==> config.mk <==
export PLATFORM = sky130hd
export DESIGN_NAME = usb_control_td_chain_builder
export DESIGN_NICKNAME = d
export VERILOG_FILES = /design/src/rtl/core/usbtd_pkg.sv /design/src/rtl/core/usbtd_sequencer.sv /design/src/rtl/core/usb_control_td_chain_builder.sv
export SDC_FILE = /design/constraint.sdc
export NUM_CORES = 1
export LEC_CHECK = 0
export BUFFER_PORTS_ARGS = -buffer_cell sky130_fd_sc_hd__buf_2
export CORE_ASPECT_RATIO = 0.75
export CORE_MARGIN = 2
export CORE_UTILIZATION = 40
export DETAILED_ROUTE_END_ITERATION = 16
export PLACE_DENSITY = 0.62
export SLEW_MARGIN = 20
export SYNTH_ARGS = -nofsm -noshare
export SYNTH_HDL_FRONTEND = slang
export SYNTH_SLANG_ARGS = --single-unit
export TNS_END_PERCENT = 20
==> constraint.sdc <==
create_clock -name clk_i -period 6.5 [get_ports clk_i]
set_input_delay 0.325 -clock clk_i [delete_from_list [all_inputs] [get_ports clk_i]]
set_output_delay 0.325 -clock clk_i [all_outputs]
set_load 0.1 [all_outputs]
==> src/rtl/core/usbtd_pkg.sv <==
// Package with the microcode format, program table and descriptor constants.
package usbtd_pkg;

  localparam logic [7:0]  PID_SETUP   = 8'h2D;
  localparam logic [7:0]  PID_IN      = 8'h69;
  localparam logic [7:0]  PID_OUT     = 8'hE1;
  localparam logic [10:0] MAXLEN_ZERO = 11'h7FF;
  localparam logic [10:0] MAXLEN_SETUP = 11'd7;
  localparam logic [31:0] STS_CERR3   = 32'(3) << 27;
  localparam logic [31:0] STS_ACTIVE  = 32'(1) << 23;
  localparam logic [31:0] STS_LOWSPD  = 32'(1) << 26;
  localparam logic [31:0] STS_IOC     = 32'(1) << 24;
  localparam logic [31:0] LNK_DEPTH   = 32'(1) << 2;
  localparam logic [31:0] LNK_TERM    = 32'(1) << 0;
  localparam logic [6:0]  LIMIT_DEFAULT = 7'd8;
  localparam int unsigned MAX_CHAIN   = 16;

  typedef enum logic [2:0] {
    ACT_NONE,
    ACT_ACCEPT,
    ACT_SETUP,
    ACT_DATA,
    ACT_STATUS,
    ACT_REJECT
  } act_e;

  typedef enum logic [2:0] {
    JMP_NEXT,
    JMP_ALWAYS,
    JMP_NO_ITEM,
    JMP_REJECT,
    JMP_NO_DATA,
    JMP_MORE
  } jmp_e;

  typedef logic [2:0] upc_t;

  localparam upc_t UPC_WAIT   = 3'd0;
  localparam upc_t UPC_CHECK  = 3'd1;
  localparam upc_t UPC_SETUP  = 3'd2;
  localparam upc_t UPC_DATA   = 3'd3;
  localparam upc_t UPC_STATUS = 3'd4;
  localparam upc_t UPC_REJECT = 3'd5;

  typedef struct packed {
    act_e act;
    jmp_e jmp;
    upc_t target;
  } uword_t;

  typedef struct packed {
    logic item;
    logic reject;
    logic no_data;
    logic more;
    logic hold;
  } useq_flags_t;

  function automatic uword_t ucode_rom(upc_t pc);
    uword_t w;
    unique case (pc)
      UPC_WAIT:   w = '{act: ACT_ACCEPT, jmp: JMP_NO_ITEM, target: UPC_WAIT};
      UPC_CHECK:  w = '{act: ACT_NONE,   jmp: JMP_REJECT,  target: UPC_REJECT};
      UPC_SETUP:  w = '{act: ACT_SETUP,  jmp: JMP_NO_DATA, target: UPC_STATUS};
      UPC_DATA:   w = '{act: ACT_DATA,   jmp: JMP_MORE,    target: UPC_DATA};
      UPC_STATUS: w = '{act: ACT_STATUS, jmp: JMP_ALWAYS,  target: UPC_WAIT};
      UPC_REJECT: w = '{act: ACT_REJECT, jmp: JMP_ALWAYS,  target: UPC_WAIT};
      default:    w = '{act: ACT_NONE,   jmp: JMP_ALWAYS,  target: UPC_WAIT};
    endcase
    return w;
  endfunction

endpackage

==> src/rtl/core/usbtd_sequencer.sv <==
// Microcode step counter with program table lookup and conditional jumps.
module usbtd_sequencer
  import usbtd_pkg::*;
(
  input  logic        clk_i,
  input  logic        rst_ni,
  input  useq_flags_t flags_i,
  output uword_t      uword_o
);

  upc_t   pc_q, pc_d;
  uword_t uword;
  logic   take;

  assign uword   = ucode_rom(pc_q);
  assign uword_o = uword;

  always_comb begin
    unique case (uword.jmp)
      JMP_NEXT:    take = 1'b0;
      JMP_ALWAYS:  take = 1'b1;
      JMP_NO_ITEM: take = !flags_i.item;
      JMP_REJECT:  take = flags_i.reject;
      JMP_NO_DATA: take = flags_i.no_data;
      JMP_MORE:    take = flags_i.more;
      default:     take = 1'b1;
    endcase
    if (flags_i.hold) begin
      pc_d = pc_q;
    end else if (take) begin
      pc_d = uword.target;
    end else begin
      pc_d = pc_q + upc_t'(1);
    end
  end

  always_ff @(posedge clk_i or negedge rst_ni) begin
    if (!rst_ni) begin
      pc_q <= UPC_WAIT;
    end else begin
      pc_q <= pc_d;
    end
  end

endmodule

==> src/rtl/core/usb_control_td_chain_builder.sv <==
// Top level of the USB control-transfer descriptor chain builder.
// One request transfer yields a chain of descriptor transfers: SETUP, data descriptors, STATUS,
// or a single rejected transfer. A small microprogram walks the chain. The request is accepted in
// the WAIT step and checked in the CHECK step, then one descriptor is emitted per cycle while the
// output is not stalled.
// The next request is accepted once the previous chain has been handed to the output register.
module usb_control_td_chain_builder
  import usbtd_pkg::*;
#(
  parameter int unsigned POOL_DEPTH = 16
) (
  input  logic        clk_i,
  input  logic        rst_ni,
  input  logic        psel,
  input  logic        penable,
  input  logic        pwrite,
  input  logic [2:0]  paddr,
  input  logic [31:0] pwdata,
  output logic [31:0] prdata,
  output logic        pready,
  input  logic        in_valid_i,
  output logic        in_stall_o,
  input  logic [6:0]  device_address_i,
  input  logic        low_speed_i,
  input  logic [6:0]  packet_limit_i,
  input  logic [31:0] setup_address_i,
  input  logic [31:0] data_address_i,
  input  logic [15:0] data_length_i,
  input  logic        data_in_i,
  output logic        out_valid_o,
  input  logic        out_stall_i,
  output logic [3:0]  descriptor_index_o,
  output logic [31:0] link_word_o,
  output logic [31:0] status_word_o,
  output logic [31:0] token_word_o,
  output logic [31:0] buffer_word_o,
  output logic        last_descriptor_o,
  output logic        rejected_o
);

  localparam int unsigned ChainMax = (POOL_DEPTH < MAX_CHAIN) ? POOL_DEPTH : MAX_CHAIN;
  localparam logic [3:0] MaxData = 4'(ChainMax - 2);

  logic [31:0] pool_base_q;
  logic        present_q;

  logic [6:0]  addr_q;
  logic        low_q;
  logic [6:0]  lim_q;
  logic [31:0] setup_q;
  logic        din_q;
  logic [15:0] len_q;
  logic [15:0] bytes_left_q;
  logic        toggle_q;
  logic [31:0] ptr_q;
  logic [3:0]  slot_q;

  logic        out_valid_q;
  logic [3:0]  index_q;
  logic [31:0] link_q, status_q, token_q, buffer_q;
  logic        last_q, rejected_q;

  uword_t      uword;
  useq_flags_t flags;
  logic        in_xfer, emit_act, emit, more;
  logic [10:0] data_cap;
  logic [6:0]  chunk;
  logic [10:0] maxlen;
  logic        tog;
  logic [7:0]  pid;
  logic [31:0] next_addr;
  logic [31:0] sts;

  assign pready = 1'b1;
  assign prdata = paddr[2] ? {31'b0, present_q} : pool_base_q;

  always_ff @(posedge clk_i or negedge rst_ni) begin
    if (!rst_ni) begin
      pool_base_q <= '0;
      present_q   <= 1'b0;
    end else if (psel && penable && pwrite) begin
      if (paddr[2]) begin
        present_q <= pwdata[0];
      end else begin
        pool_base_q <= pwdata;
      end
    end
  end

  usbtd_sequencer u_seq (
    .clk_i   (clk_i),
    .rst_ni  (rst_ni),
    .flags_i (flags),
    .uword_o (uword)
  );

  assign in_stall_o = (uword.act != ACT_ACCEPT);
  assign in_xfer    = in_valid_i && !in_stall_o;
  assign emit_act   = (uword.act == ACT_SETUP) || (uword.act == ACT_DATA) ||
                      (uword.act == ACT_STATUS) || (uword.act == ACT_REJECT);
  assign emit       = emit_act && !(out_valid_q && out_stall_i);
  assign data_cap   = {7'b0, MaxData} * {4'b0, lim_q};
  assign more       = bytes_left_q > {9'b0, lim_q};

  assign flags.item    = in_xfer;
  assign flags.reject  = !present_q || (len_q > {5'b0, data_cap});
  assign flags.no_data = (len_q == '0);
  assign flags.more    = more;
  assign flags.hold    = emit_act && !emit;

  assign chunk     = more ? lim_q : bytes_left_q[6:0];
  assign next_addr = pool_base_q + ({27'b0, 5'(slot_q) + 5'd1} << 5);

  always_comb begin
    sts = STS_ACTIVE | STS_CERR3;
    if (low_q) begin
      sts = sts | STS_LOWSPD;
    end
    unique case (uword.act)
      ACT_SETUP: begin
        maxlen = MAXLEN_SETUP;
        tog    = 1'b0;
        pid    = PID_SETUP;
      end
      ACT_DATA: begin
        maxlen = {4'b0, chunk - 7'd1};
        tog    = toggle_q;
        pid    = din_q ? PID_IN : PID_OUT;
      end
      default: begin
        maxlen = MAXLEN_ZERO;
        tog    = 1'b1;
        pid    = din_q ? PID_OUT : PID_IN;
        sts    = sts | STS_IOC;
      end
    endcase
  end

  always_ff @(posedge clk_i or negedge rst_ni) begin
    if (!rst_ni) begin
      bytes_left_q <= '0;
      toggle_q     <= 1'b1;
      ptr_q        <= '0;
      slot_q       <= '0;
    end else if (in_xfer) begin
      bytes_left_q <= data_length_i;
      toggle_q     <= 1'b1;
      ptr_q        <= data_address_i;
      slot_q       <= '0;
    end else if (emit) begin
      slot_q <= slot_q + 4'd1;
      if (uword.act == ACT_DATA) begin
        bytes_left_q <= bytes_left_q - {9'b0, chunk};
        toggle_q     <= !toggle_q;
        ptr_q        <= ptr_q + {25'b0, chunk};
      end
    end
  end

  always_ff @(posedge clk_i) begin
    if (in_xfer) begin
      addr_q  <= device_address_i;
      low_q   <= low_speed_i;
      lim_q   <= (packet_limit_i == '0) ? LIMIT_DEFAULT : packet_limit_i;
      setup_q <= setup_address_i;
      din_q   <= data_in_i;
      len_q   <= data_length_i;
    end
  end

  always_ff @(posedge clk_i or negedge rst_ni) begin
    if (!rst_ni) begin
      out_valid_q <= 1'b0;
    end else if (emit) begin
      out_valid_q <= 1'b1;
    end else if (!out_stall_i) begin
      out_valid_q <= 1'b0;
    end
  end

  always_ff @(posedge clk_i) begin
    if (emit) begin
      if (uword.act == ACT_REJECT) begin
        index_q    <= '0;
        link_q     <= '0;
        status_q   <= '0;
        token_q    <= '0;
        buffer_q   <= '0;
        last_q     <= 1'b0;
        rejected_q <= 1'b1;
      end else begin
        index_q    <= slot_q;
        link_q     <= (uword.act == ACT_STATUS) ? LNK_TERM : (next_addr | LNK_DEPTH);
        status_q   <= sts;
        token_q    <= {maxlen, 1'b0, tog, 4'b0, addr_q, pid};
        buffer_q   <= (uword.act == ACT_SETUP) ? setup_q :
                      (uword.act == ACT_DATA) ? ptr_q : 32'b0;
        last_q     <= (uword.act == ACT_STATUS);
        rejected_q <= 1'b0;
      end
    end
  end

  assign out_valid_o        = out_valid_q;
  assign descriptor_index_o = index_q;
  assign link_word_o        = link_q;
  assign status_word_o      = status_q;
  assign token_word_o       = token_q;
  assign buffer_word_o      = buffer_q;
  assign last_descriptor_o  = last_q;
  assign rejected_o         = rejected_q;

endmodule
==> impl_summary.log <==
[metrics] critical path cell sequence: inv_1 -> ha_1 -> a21o_1 -> a211oi_2 -> o2111ai_2 -> nor2_4 -> mux2i_1 -> inv_1 -> ha_1 -> or3_1 -> a211oi_1 -> nor3_2 -> nand2_1 -> xor2_1 -> o21ai_0
[metrics] Total Wirelength: 33,100 um
[metrics] HP Start: data_length_i[2]
[metrics] clock tree from TritonCTS: yes
[metrics] dominant synthesized flop cell: sky130_fd_sc_hd__edfxtp_1
[metrics] number of clock sinks: 246
[metrics] number of antenna violations at the first check in global routing: 0
[metrics] die extent in x: between 200 and 250 um
[metrics] largest driver fanout on the critical path: 15
[metrics] placed wire-length estimate after detailed placement: 22,900 um
[metrics] slowest library cell on the worst path: sky130_fd_sc_hd__mux2i_1
[metrics] synthesized area: 12,700 sq um
[metrics] standard-cell rows: 56
[metrics] number of hold violations in the final report: 0
[metrics] Commonest cells post-synth: 156 x sky130_fd_sc_hd__edfxtp_1, 89 x sky130_fd_sc_hd__dfrtp_1, 81 x sky130_fd_sc_hd__nor2_1, 75 x sky130_fd_sc_hd__nand2_1, 56 x sky130_fd_sc_hd__ha_1
[metrics] compound-cell area share of the yosys netlist: 0.0940
[metrics] simple-gate area share of the yosys netlist: 0.141
[metrics] via-per-instance ratio: ~5.0
[metrics] Yosys cell types: 67
[metrics] unrepaired setup endpoints after global routing: false
[metrics] critical path's top delay family: compound AO/OA/AOI/OAI gates
[metrics] buffering stage count on the worst path with inverters included: 2
[metrics] setup slack on the worst flop-to-flop path: 1.71 ns
[metrics] Hold WC Path Type: in -> reg
[metrics] Ys Warns: 0
[metrics] required time at the endpoint of the critical path: roughly 6.9 ns
[metrics] transition time at the pin with the least slew margin: 0.866 ns
[metrics] average wire length per cell after detail routing: 17.5 um
[metrics] Final setup viols: 0
[metrics] number of routed nets with antenna violations: 0
[metrics] reg-to-reg startpoint: lim_q[5]
[metrics] minimum clock period: 4.79 ns
[metrics] Top-Level Pins: 307
[metrics] cell depth of the worst flop-to-flop path: 15
[metrics] relative slew slack: 0.417
[metrics] Vert. Die Dim: 158 um
[metrics] cts repair resizes: 0
[metrics] post-synthesis instance total: 1,094
[metrics] kind of start point of the critical path: flop
[metrics] number of remaining DRC errors: 0
[metrics] reported max-cap violation count: 0
[metrics] data arrival time of the critical path: 5.20 ns
[metrics] xor/xnor share of the synthesized area: 0.0544
[metrics] share of layout cells above drive strength 1: 0.258
[metrics] drt first pass iters: 4
[metrics] Yosys top cell area share: 0.368
[metrics] CTS HTree Levels: 1
[metrics] critical path class: reg -> reg
[metrics] fin crit share: 0.736
[metrics] clock latency of the later-clocked register in the worst-skew pair: 0.57 ns
[metrics] largest area contributor in the synthesized netlist: sky130_fd_sc_hd__edfxtp_1
[metrics] via count of the first global-routing pass: 9,127
[metrics] grt total ovfl: 0
[metrics] timing-limited maximum frequency: 209 MHz
[metrics] capture instance of the worst register-to-register path: ptr_q[13]
[metrics] cell with the most instances after synthesis: sky130_fd_sc_hd__edfxtp_1
[metrics] worst-case clock buffer depth: 3
[metrics] nets@finish: 1,672
[metrics] starting density of the core: 0.406
[metrics] endpoint class of the critical path: flop
[metrics] number of max-slew violations in the final report: 0
[metrics] share of flip-flops with an asynchronous set or reset after synthesis: 0.366
[metrics] Clock Root Buffer: sky130_fd_sc_hd__clkbuf_16
[metrics] terminating pin of the worst hold path: len_q[2]
[metrics] final total negative setup slack: 0 ns
[metrics] number of buffers created by CTS: 27
[metrics] Area growth, synth to finish: 28.5%
[metrics] total routing usage reported by global routing: 0.194
[metrics] post-CTS clock slew at the launch and capture registers of the worst setup and hold paths: 0.06 ns
[metrics] total number of vias: 9,406
[metrics] number of synthesized register bits: 246
[metrics] dominant combinational cell family by area after synthesis: simple AND/OR/NAND/NOR gates
[metrics] Die Outline Area: approximately 33,000 sq um
[metrics] count of inserted antenna diode cells: 0
[metrics] run status: finished, final reports clean
[metrics] number of flops mapped to enable cells by yosys: 156
[metrics] adder and majority cell fraction of the synthesized area: 0.0708
[metrics] Worst Hold Path Cells: 1
[metrics] sequential cell area fraction in the yosys report: 0.545
[metrics] global-route wire length before repair: between 50,000 and 60,000 um
[metrics] Layout Skew: 0.0238 ns
[metrics] multiplexer area fraction after synthesis: 0.0441
[metrics] top cells by area, synth: sky130_fd_sc_hd__edfxtp_1 37%, sky130_fd_sc_hd__dfrtp_1 18%, sky130_fd_sc_hd__ha_1 5.5%
[metrics] drt first-iter violations: ~570
[metrics] count of port buffers added during placement: 269
[metrics] global placement routability congestion: 0.854
[metrics] Post-Syn Area per Cell: 11.6 sq um
[metrics] maximum number of pins on one net before global-route repair: 59
[metrics] delay contributed by the slowest stage of the critical path: between 0.5 and 0.6 ns
[metrics] core area: ~31,000 sq um
[area by class of cell]
class	instances	area, sq um
clock buffers	31	701
repair buffers	398	2620
well taps	406	508
fillers	2752	15000
clock inverters	19	166
inverters	38	145
multi-input cells	757	5280
flip-flops and latches	246	6940
[registers in the layout, summed over array words and instances (netlist names)]
| signal | count |
|---|---|
| present_q | 1 |
| out_valid_o | 1 |
| buffer_word_o | 32 |
| din_q | 1 |
| len_q | 16 |
| toggle_q | 1 |
| slot_q | 4 |
| bytes_left_q | 16 |
| lim_q | 7 |
| link_word_o | 32 |
| status_word_o | 3 |
| token_word_o | 19 |
| descriptor_index_o | 4 |
| low_q | 1 |
| last_descriptor_o | 1 |
| u_seq.pc_q | 3 |
| rejected_o | 1 |
| setup_q | 32 |
| pool_base_q | 32 |
| ptr_q | 32 |
| addr_q | 7 |
[stage by stage]
| step | instances | setup slack, ns | cell area (sq um) | hold WS (ns) | util |
|---|---|---|---|---|---|
| floorplan | 1127 | 0.571 | 12800 | 0.0294 | - |
| global route | 1895 | 1.30 | 16400 | 0.00360 | 0.522 |
| global placement | 1726 | 1.83 | 14300 | 0.356 | 0.456 |
| finish | 1895 | 1.71 | 16400 | 0.0291 | 0.522 |
| CTS | 1895 | 1.72 | 16400 | 0.000127 | 0.522 |
| detailed placement | 1726 | 1.75 | 14300 | 0.354 | 0.456 |
[worst register-to-register path, stage by stage (launching register included)]
cell and delay, ns:
sky130_fd_sc_hd__edfxtp_1 0.52, sky130_fd_sc_hd__inv_1 0.20, sky130_fd_sc_hd__ha_1 0.39, sky130_fd_sc_hd__a21o_1 0.19, sky130_fd_sc_hd__a211oi_2 0.23, sky130_fd_sc_hd__o2111ai_2 0.22, sky130_fd_sc_hd__nor2_4 0.41, sky130_fd_sc_hd__mux2i_1 0.58
sky130_fd_sc_hd__inv_1 0.11, sky130_fd_sc_hd__ha_1 0.23, sky130_fd_sc_hd__or3_1 0.40, sky130_fd_sc_hd__a211oi_1 0.51, sky130_fd_sc_hd__nor3_2 0.22, sky130_fd_sc_hd__nand2_1 0.14, sky130_fd_sc_hd__xor2_1 0.18, sky130_fd_sc_hd__o21ai_0 0.11
[placed cells by master (no fill, tap or decap), types with 12 or more instances in the layout]
cell type,netlist,final
sky130_fd_sc_hd__buf_2,5,268
sky130_fd_sc_hd__edfxtp_1,156,156
sky130_fd_sc_hd__dlygate4sd3_1,0,119
sky130_fd_sc_hd__dfrtp_1,89,89
sky130_fd_sc_hd__nor2_1,81,81
sky130_fd_sc_hd__nand2_1,75,75
sky130_fd_sc_hd__ha_1,56,56
sky130_fd_sc_hd__nor2b_1,48,48
sky130_fd_sc_hd__a21oi_1,45,45
sky130_fd_sc_hd__o21ai_0,44,44
sky130_fd_sc_hd__xnor2_1,43,43
sky130_fd_sc_hd__mux2_2,38,38
sky130_fd_sc_hd__inv_1,37,37
sky130_fd_sc_hd__xor2_1,36,36
sky130_fd_sc_hd__conb_1,2,35
sky130_fd_sc_hd__a22o_1,29,29
sky130_fd_sc_hd__clkbuf_16,0,27
sky130_fd_sc_hd__nand3_1,26,26
sky130_fd_sc_hd__nor3_1,19,19
sky130_fd_sc_hd__o21ai_1,15,15
sky130_fd_sc_hd__and2_1,15,15
sky130_fd_sc_hd__a21o_1,13,13
sky130_fd_sc_hd__nor4_1,12,12
[repair_timing]
item | 4_1_cts | 5_1_grt
hold endpoints to repair | 168 | 0
setup buffers | 0 | 0
hold buffers | 119 | 0
[how the worst max path moves through the flow]
stage | start | to | slack (ns) | depth (start not counted)
2_1_floorplan | u_seq.pc_q[0] | ptr_q[16] | 0.57 | 12
3_3_place_gp | lim_q[5] | ptr_q[19] | 1.83 | 15
3_5_place_dp | lim_q[5] | ptr_q[19] | 1.75 | 15
4_1_cts | lim_q[5] | ptr_q[19] | 1.72 | 15
5_1_grt | lim_q[5] | ptr_q[13] | 1.30 | 15
6_report | lim_q[5] | ptr_q[13] | 1.71 | 15
[logic make-up after synthesis]
group / after synthesis
adders and majority gates: 66
muxes: 51
and+or+nand+nor: 340
other: 2
xor gates and xnor gates: 79
AOI/OAI and AO/OA: 186
buffers and inverters: 124
DFF: 246
[metal layers]
layer  vias up  GRT usage  wire length (um)
met1      4511      0.278             15800
met2       288      0.310             14800
met5         -          0                 0
met4         0     0.0405               652
li1       4563          -                 -
met3        44     0.0379              1850
Power is not shown: default switching activity piles up to over one toggle a cycle in this logic, so the estimate is an artifact.
